<file path="config.mk">
export PLATFORM = sky130hd
export DESIGN_NAME = lrpf_front
export DESIGN_NICKNAME = d
export VERILOG_FILES = /design/src/design/lrpf_pkg.sv /design/src/design/lrpf_front.sv
export SDC_FILE = /design/constraint.sdc
export NUM_CORES = 1
export LEC_CHECK = 0
export BUFFER_PORTS_ARGS = -buffer_cell sky130_fd_sc_hd__buf_2
export CORE_UTILIZATION = 44
export DETAILED_ROUTE_END_ITERATION = 10
export PLACE_DENSITY = 0.92
export SETUP_SLACK_MARGIN = 0.05
export SYNTH_ARGS = -nofsm -noshare
export SYNTH_HDL_FRONTEND = slang
export SYNTH_SLANG_ARGS = --single-unit
</file>
<file path="constraint.sdc">
create_clock -name vclk -period 1.73
set_input_delay 0 -clock vclk [all_inputs]
set_output_delay 0 -clock vclk [all_outputs]
set_load 0.05 [all_outputs]
</file>
<file path="src/design/lrpf_pkg.sv">
// Package: screen geometry, payload types and control types of the line rasterizer.
package lrpf_pkg;

   localparam int SCREEN_WIDTH  = 128;
   localparam int SCREEN_HEIGHT = 64;
   localparam int PAGE_COUNT    = (SCREEN_HEIGHT + 7) / 8;
   localparam int FB_BYTES      = PAGE_COUNT * SCREEN_WIDTH;
   localparam int FB_AW         = $clog2(FB_BYTES);
   localparam int QUEUE_DEPTH   = 2;
   localparam int QUEUE_AW      = $clog2(QUEUE_DEPTH);
   localparam int QUEUE_CW      = $clog2(QUEUE_DEPTH + 1);

   typedef logic [6:0]          x_type;
   typedef logic [5:0]          y_type;
   typedef logic [7:0]          byte_type;
   typedef logic [9:0]          index_type;
   typedef logic [FB_AW-1:0]    fb_addr_type;
   typedef logic [QUEUE_AW-1:0] qptr_type;
   typedef logic [QUEUE_CW-1:0] qcnt_type;
   typedef logic signed [8:0]   err_type;

   typedef enum logic {
      ACT_DRAW = 1'b0,
      ACT_READ = 1'b1
   } action_type;

   typedef struct packed {
      action_type action;
      x_type      start_x;
      y_type      start_y;
      x_type      end_x;
      y_type      end_y;
      logic       pixel_on;
      index_type  read_index;
   } req_type;

   typedef struct packed {
      byte_type read_data;
      logic     was_read;
   } rsp_type;

   // Classified command with line setup already worked out
   typedef struct packed {
      action_type action;
      logic       pixel_on;
      x_type      x0;
      y_type      y0;
      x_type      x1;
      y_type      y1;
      x_type      abs_dx;
      y_type      abs_dy;
      logic       sx_neg;
      logic       sy_neg;
      index_type  read_index;
   } cmd_type;

   typedef struct packed {
      logic clearing;
   } back_status_type;

   typedef enum logic [2:0] {
      ST_CLEAR,
      ST_IDLE,
      ST_RD_WAIT,
      ST_LN_READ,
      ST_LN_WRITE
   } back_state_type;

endpackage

</file>
<file path="src/design/lrpf_front.sv">
// Front end: accepts transactions, classifies them and computes line setup.
module lrpf_front (
   input  logic                      start,
   output logic                      busy,
   input  lrpf_pkg::req_type         req_data,
   input  lrpf_pkg::back_status_type back_status,
   input  logic                      queue_full,
   output logic                      push,
   output lrpf_pkg::cmd_type         push_cmd
);

   assign busy = back_status.clearing | queue_full;
   assign push = start & ~busy;

   always_comb begin
      push_cmd.action     = req_data.action;
      push_cmd.pixel_on   = req_data.pixel_on;
      push_cmd.x0         = req_data.start_x;
      push_cmd.y0         = req_data.start_y;
      push_cmd.x1         = req_data.end_x;
      push_cmd.y1         = req_data.end_y;
      push_cmd.read_index = req_data.read_index;
      push_cmd.abs_dx     = (req_data.end_x > req_data.start_x) ?
                            (req_data.end_x - req_data.start_x) :
                            (req_data.start_x - req_data.end_x);
      push_cmd.abs_dy     = (req_data.end_y > req_data.start_y) ?
                            (req_data.end_y - req_data.start_y) :
                            (req_data.start_y - req_data.end_y);
      // step down unless strictly below the far endpoint
      push_cmd.sx_neg     = !(req_data.start_x < req_data.end_x);
      push_cmd.sy_neg     = !(req_data.start_y < req_data.end_y);
   end

endmodule

</file>
==> metrics.txt <==
vias 1569; synth top area cells ha_1 23%, buf_4 21%, inv_1 8.3%, mux2i_1 7.1%, fa_1 5.7%; GP Congestion 0.8793; Cells after Synth 179; most frequent cells in the layout 49 x buf_4, 45 x buf_2, 20 x buf_6; total track usage 25.35%; Ports 96; Seq/Total Area, Yosys 0%; net count after synthesis 250; top-area cell type share of the netlist area 23.24%; Pwr Total 1535 µW; initial drt markers 34; layout cells sized above 1 75.10%; failing checks negative setup slack; drt first pass iters 4; crit-path cells buf_2 -> ha_4 -> fa_2 -> nor2b_4 -> a221oi_4 -> buf_4 -> nor2b_1 -> a311oi_1 -> a21o_1 -> buf_6; largest net degree at the start of global routing 7; Die ar. 3412 µm²; drc violations 0; Finish-stage setup viols 1; first-pass GRT wire length 6734 µm; setup ws final -0.01056 ns; fmax 574.5 MHz; worst-case hold path end point push_cmd[6]; Final TNS setup -0.01056 ns; Final Hold Viols 0; Core Footprint 3028 µm²; Post-Syn Area 1400 µm²; FF+latch count 0; RSZ-0062 raised after global routing true; startpoint types input pin; ANT cells 0; leakage power 0.001239 µW; I/O Buffers 72; Synth area leader ha_1; Die Width 58.41 µm; total gr overflow 0; maximum vdd ir drop 0.4661 mV; Worst Path Class, Setup input pin to primary output; drt total wl 4834 µm; Core Rows 20; fin nets 330; antenna violations before repair 0; run status finished, violations left; HP Class input pin to primary output; register area 0 µm²; area delta synth->final 82.13%; Vias/cell 5.213; most common cell after layout, fill and taps aside buf_4; WP data required 1.73 ns; Worst Path Arrival 1.74 ns; CP max stage cell fa_2; Distinct cells, synth 34; hpwl dp 3097 µm; CP max FO 3; vias in the first global route 1581; Worst-Margin Slew 0.3877 ns; fin crit share 100.6%; WP buf/inv 3; Initial Util 46.24%; Slew HR 73.92%; hold buffer count at CTS 0; Filler Cells Inserted 164; clkbuf count 0; worst hold path depth 0; Die Height 58.41 µm; WL/cell 16.06 µm; power per cell area 602.0 nW/µm²; Worst Setup End Kind primary output; synthesized area per cell 7.822 µm²; Yosys Warn Count 0; final antenna-violating net count 0; Hold Startpoint req_data[6]; Worst path top cell family by delay adder cells; Slew Viols, Final 0; crit path time final 1.741 ns; CP max stage delay 0.36 ns; max-cap violation count 0
per-stage QoR:
step	utilization (%)	std cells	setup WS [ns]	cell area, µm²	hold slack, ns
after floorplan	-	179	0.02518	1607	0.1671
after global placement	65.70	292	-0.1895	1989	0.0003409
after detailed placement	65.70	292	-0.2728	1989	0.0003409
after CTS	76.57	299	0.009704	2318	0.0003409
after global routing	84.21	301	-0.07411	2550	0.00008107
final	84.21	301	-0.01056	2550	0.00001723
routing by layer:
layer | up-vias | global-route usage [%] | wire (µm)
li1 | 717 | - | -
met1 | 747 | 22.00 | 1448
met5 | - | 0 | 0
met3 | 26 | 1.758 | 187
met4 | 0 | 9.184 | 224
met2 | 79 | 57.47 | 2974
cells in the mapped netlist, types with 4 or more instances:
library cell,count
buf_4,39
inv_1,31
ha_1,26
mux2i_1,10
a21oi_1,9
nand2_1,7
a221oi_1,6
fa_1,4
nand3b_1,4
o21ai_0,4
xnor2_1,4
xor2_1,4
layout make-up:
class	instances	area (µm²)	area share [%]
Inverter	31	128.9	5.054
Multi-Input combinational cell	107	1473	57.75
Tap cell	44	55.05	2.159
Timing Repair Buffer	119	893.4	35.03
report_power, final:
group | switching (µW) | internal [µW] | total, µW
registers | 0 | 0 | 0
clock network | 0 | 0 | 0
logic | 879 | 656 | 1540
what timing repair did:
item                                    CTS  global route
endpoints found under the setup margin   12            12
buffers inserted                          7             2
pin swaps                                18            25
gates resized for setup                  57            65
worst max-delay path by stage:
stage	cells after the start	end	slack, ns	from
after floorplan	8	push_cmd[20]	0.03	req_data[23]
after global placement	10	push_cmd[23]	-0.19	req_data[23]
after detailed placement	10	push_cmd[22]	-0.27	req_data[23]
after CTS	10	push_cmd[17]	0.01	req_data[11]
after global routing	10	push_cmd[16]	-0.07	req_data[24]
final	10	push_cmd[16]	-0.01	req_data[24]
kinds of logic (layout without fill, tap and decap cells):
family                   Yosys count  after routing  synth area share [%]
AO/OA/AOI/OAI                     33             33                 17.34
XOR/XNOR                           8              8                 5.004
adder cells (fa/ha/maj)           30             30                 28.95
buffers and inverters             72            150                 30.29
multiplexers                      11             11                 8.222
AND/OR/NAND/NOR                   25             25                 10.19
No activity file was read; power rests on OpenSTA's default activity.
