### src/design/lrpf_pkg.sv
// Package: screen geometry, payload types and control types of the line rasterizer.
package lrpf_pkg;

   localparam int SCREEN_WIDTH  = 128;
   localparam int SCREEN_HEIGHT = 64;
   localparam int PAGE_COUNT    = (SCREEN_HEIGHT + 7) / 8;
   localparam int FB_BYTES      = PAGE_COUNT * SCREEN_WIDTH;
   localparam int FB_AW         = $clog2(FB_BYTES);
   localparam int QUEUE_DEPTH   = 2;
   localparam int QUEUE_AW      = $clog2(QUEUE_DEPTH);
   localparam int QUEUE_CW      = $clog2(QUEUE_DEPTH + 1);

   typedef logic [6:0]          x_type;
   typedef logic [5:0]          y_type;
   typedef logic [7:0]          byte_type;
   typedef logic [9:0]          index_type;
   typedef logic [FB_AW-1:0]    fb_addr_type;
   typedef logic [QUEUE_AW-1:0] qptr_type;
   typedef logic [QUEUE_CW-1:0] qcnt_type;
   typedef logic signed [8:0]   err_type;

   typedef enum logic {
      ACT_DRAW = 1'b0,
      ACT_READ = 1'b1
   } action_type;

   typedef struct packed {
      action_type action;
      x_type      start_x;
      y_type      start_y;
      x_type      end_x;
      y_type      end_y;
      logic       pixel_on;
      index_type  read_index;
   } req_type;

   typedef struct packed {
      byte_type read_data;
      logic     was_read;
   } rsp_type;

   // Classified command with line setup already worked out
   typedef struct packed {
      action_type action;
      logic       pixel_on;
      x_type      x0;
      y_type      y0;
      x_type      x1;
      y_type      y1;
      x_type      abs_dx;
      y_type      abs_dy;
      logic       sx_neg;
      logic       sy_neg;
      index_type  read_index;
   } cmd_type;

   typedef struct packed {
      logic clearing;
   } back_status_type;

   typedef enum logic [2:0] {
      ST_CLEAR,
      ST_IDLE,
      ST_RD_WAIT,
      ST_LN_READ,
      ST_LN_WRITE
   } back_state_type;

endpackage

### src/design/lrpf_cmd_queue.sv
// Short command queue between the front end and the line walker.
module lrpf_cmd_queue (
   input  logic              clock,
   input  logic              reset,
   input  logic              push,
   input  lrpf_pkg::cmd_type push_cmd,
   input  logic              pop,
   output lrpf_pkg::cmd_type head_cmd,
   output logic              empty,
   output logic              full
);

   lrpf_pkg::cmd_type  entry_ff [lrpf_pkg::QUEUE_DEPTH];
   lrpf_pkg::qptr_type wr_ptr_ff, wr_ptr_in;
   lrpf_pkg::qptr_type rd_ptr_ff, rd_ptr_in;
   lrpf_pkg::qcnt_type count_ff, count_in;

   localparam lrpf_pkg::qptr_type LastPtr = lrpf_pkg::qptr_type'(lrpf_pkg::QUEUE_DEPTH - 1);
   localparam lrpf_pkg::qcnt_type FullCnt = lrpf_pkg::qcnt_type'(lrpf_pkg::QUEUE_DEPTH);

   assign empty    = (count_ff == '0);
   assign full     = (count_ff == FullCnt);
   assign head_cmd = entry_ff[rd_ptr_ff];

   always_comb begin
      wr_ptr_in = wr_ptr_ff;
      rd_ptr_in = rd_ptr_ff;
      count_in  = count_ff;
      if (push) begin
         wr_ptr_in = (wr_ptr_ff == LastPtr) ? '0 : wr_ptr_ff + 1'b1;
      end
      if (pop) begin
         rd_ptr_in = (rd_ptr_ff == LastPtr) ? '0 : rd_ptr_ff + 1'b1;
      end
      case ({push, pop})
         2'b10:   count_in = count_ff + 1'b1;
         2'b01:   count_in = count_ff - 1'b1;
         default: count_in = count_ff;
      endcase
   end

   always_ff @(posedge clock) begin
      if (reset) begin
         wr_ptr_ff <= '0;
         rd_ptr_ff <= '0;
         count_ff  <= '0;
      end else begin
         wr_ptr_ff <= wr_ptr_in;
         rd_ptr_ff <= rd_ptr_in;
         count_ff  <= count_in;
      end
   end

   always_ff @(posedge clock) begin
      if (push) begin
         entry_ff[wr_ptr_ff] <= push_cmd;
      end
   end

endmodule

### config.mk
export PLATFORM = sky130hd
export DESIGN_NAME = lrpf_cmd_queue
export DESIGN_NICKNAME = d
export VERILOG_FILES = /design/src/design/lrpf_pkg.sv /design/src/design/lrpf_cmd_queue.sv
export SDC_FILE = /design/constraint.sdc
export NUM_CORES = 1
export LEC_CHECK = 0
export BUFFER_PORTS_ARGS = -buffer_cell sky130_fd_sc_hd__buf_2
export CORE_MARGIN = 5
export CORE_UTILIZATION = 55
export DETAILED_ROUTE_END_ITERATION = 8
export PLACE_DENSITY = 0.95
export SLEW_MARGIN = 10
export SYNTH_ARGS = -nofsm -noshare
export SYNTH_HDL_FRONTEND = slang
export SYNTH_SLANG_ARGS = --single-unit
### constraint.sdc
create_clock -name clock -period 9.4 [get_ports clock]
set_clock_uncertainty 0.1 [all_clocks]
set_input_delay 0.47 -clock clock [delete_from_list [all_inputs] [get_ports clock]]
set_output_delay 0.47 -clock clock [all_outputs]
set_load 0.02 [all_outputs]
==> flow_metrics.tcl <==
set metrics [dict create \
    grt_pass1_wl_um 10300 \
    overflow 0 \
    cts.clk_slew.worst_paths_ns 0.10 \
    drt_iter0_drc 89 \
    port_buffers 111 \
    start_util 0.560 \
    critical-path-slowest-cell "dfxtp_2" \
    cts_setup_buffers 0 \
    ios 112 \
    rsz0062_at_grt "false" \
    vias 2029 \
    die-area_um2 9110 \
    worstMarginPinSlew_ns 1.23 \
    fin_cells 409 \
    hpwl_um 4650 \
    fp.dieH_um 95.4 \
    cts_sinks 111 \
    crit_cells 2 \
    antenna_found_initial 0 \
    hold_viol 0 \
    crit_fanout 53 \
    pwr-share-clk 0.278 \
    swShare 0.244 \
    postSynthCellCount 187 \
    ys_seq_elements 111 \
    cp_top_family "flip-flops" \
    r2r_setup_slack_ns 7.49 \
    drt-wirelength-per-cell_um 16.6 \
    relSlewSlack 0.177 \
    ant_nets 0 \
    max_cap_viol_count 0 \
    grt_pass1_vias 2166 \
    hold-worst-slack_ns 0.191 \
    cts_buffers 9 \
    core_area_um2 7180 \
    setup_viol 0 \
    grt_use_total 0.156 \
    n_antenna_cell 0 \
    cts_resized 0 \
    top_layer "met4" \
    p_seq_frac 0.593 \
    std_cell_rows 31 \
    grt_max_degree 54 \
    worstSetupEndpointType "output pin" \
    tns_ns 0 \
    p_leak_nw 1.83 \
    period_minus_slack_ns 2.72 \
    hold_class "input port to flop" \
    drv_slew 0 \
    ys_seq_area_frac 0.818 \
    pwr-share-comb 0.129 \
    syn_nets 245 \
    status "complete, no violations" \
    areaGrowthSynthToFinish_pct 21.7 \
    gp_congestion 0.636 \
    clk_latency_ns 0.35 \
    min_delay_path_depth 1 \
    die_w_um 95.4 \
    first_pass_iters 4 \
    fin_nets 363 \
    min_period_over_period 0.290 \
    fmax_mhz 367 \
    cts-root-buf "clkbuf_8" \
    routed_wl_um 6790 \
    critPathLaunchType "flop" \
    drcViolationCount 0 \
    met1_length_um 2720 \
    pwr_density_cell_nw_per_um2 204 \
    worstSetupPathType "flop to output pin" \
    required_ns 8.83 \
    netlist_area_um2 4020 \
    clk_path_buf_depth 2 \
    met2_length_um 3520 \
    vias_per_cell 4.96 \
    p_sw_mw 0.243 \
    wl_met3_um 451 \
    fillers 489 \
    slowest_delay_ns 1.15 \
    drive_gt1_frac 0.600 \
    cts_tree "built" \
    synth.avg_cell_area_um2 21.5 \
    htreeDepth 3 \
    p_int_mw 0.755 \
    ys_warn_count 0 \
    synthDistinctLibCells 14 \
    worstPathCellList "mux2_2, buf_2" \
    dpl.cell_count 393 \
    worst-r2r-cell-count 2 \
    cts-hold-fix-buffers 0 \
    worst-endpoint-arrival_ns 2.15 \
    max-vdd-ir-drop_mv 0.114 \
    critPathBufInv 1 \
]
## power by group through the flow
stage          clock [mW]  combinational, mW  sequential, mW
4_1_cts             0.283              0.131           0.592
3_3_place_gp            0              0.127           0.601
5_1_grt             0.308              0.139           0.595
3_5_place_dp            0              0.131           0.604
2_1_floorplan           0             0.0897           0.593
6_report            0.278              0.129           0.592
## through the flow
| stage | setup slack, ns | area (µm²) | power [mW] | utilization |
|---|---|---|---|---|
| 2_1_floorplan | 6.08 | 4020 | 0.683 | - |
| 6_report | 6.68 | 4890 | 0.998 | 0.681 |
| 3_3_place_gp | 7.07 | 4690 | 0.729 | 0.654 |
| 3_5_place_dp | 7.07 | 4690 | 0.734 | 0.654 |
| 5_1_grt | 6.57 | 4890 | 1.04 | 0.681 |
| 4_1_cts | 6.64 | 4890 | 1.01 | 0.681 |
## cell usage after synthesis
cell      count  area (µm²)
xor2_1        1        8.76
ha_1          1        12.5
nor2_1        6        22.5
dfxtp_1       5         100
inv_1         1        3.75
buf_2         6        30.0
xnor2_1       3        26.3
a21oi_1       1        5.00
o21ai_0       1        5.00
or3_1         1        6.26
and2b_2       1        8.76
edfxtp_1    106        3180
mux2_2       53         597
and2_1        1        6.26
## flip-flops by register name (all words and copies together) (netlist names), named ones only
register   cells
count_ff       2
entry_ff     106
rd_ptr_ff      1
wr_ptr_ff      1
## per-layer routing
layer | GRT usage | vias up
met4 | 0.0711 | 0
met2 | 0.275 | 73
li1 | - | 964
met3 | 0.0371 | 9
met5 | 0 | -
met1 | 0.181 | 983
## final timing paths
| check | from | end |
|---|---|---|
| setup / recovery | flop | head_cmd[35] |
| setup reg to reg | wr_ptr_ff$_SDFFE_PP0P_ | entry_ff[1][1]$_DFFE_PP_ |
| hold / removal | push_cmd[33] | entry_ff[1][33]$_DFFE_PP_ |
| hold reg to reg | count_ff[1]$_SDFFE_PP0P_ | count_ff[1]$_SDFFE_PP0P_ |
## worst register-to-register path: stages (launching register included)
cell and delay (ns):
dfxtp_1 0.42, and2_2 0.57, buf_4 0.48
## placed cells by master (no fill, tap or decap)
master / count
inv_1: 1
xnor2_1: 3
clkinv_4: 1
a21oi_1: 1
ha_1: 1
buf_2: 111
o21ai_0: 1
inv_6: 1
clkinv_2: 2
edfxtp_1: 106
bufinv_16: 1
dfxtp_2: 1
and2b_2: 1
buf_4: 2
nor2_4: 1
or3_1: 1
and2_2: 1
dfxtp_1: 4
clkinvlp_4: 2
xor2_1: 1
nor2_1: 5
clkbuf_8: 9
mux2_2: 53
## area by class of cell
type	count	area [µm²]	share of cell area
clock buffer	9	124	0.0254
multi-input combinational	69	707	0.145
sequential	111	3280	0.672
tap	99	124	0.0254
timing repair buffer	113	571	0.117
clock inverter	7	72.6	0.0149
inverter	1	3.75	0.000768
## logic make-up after synthesis
logic type,count (synthesis),share of synthesized area
xor+xnor,4,0.00873
compound gates,2,0.00249
mux,53,0.149
buf+inv,7,0.00841
simple gates,9,0.0109
flops,111,0.818
fa+ha+maj,1,0.00312
Note: power is estimated with default switching activity, not from simulation.
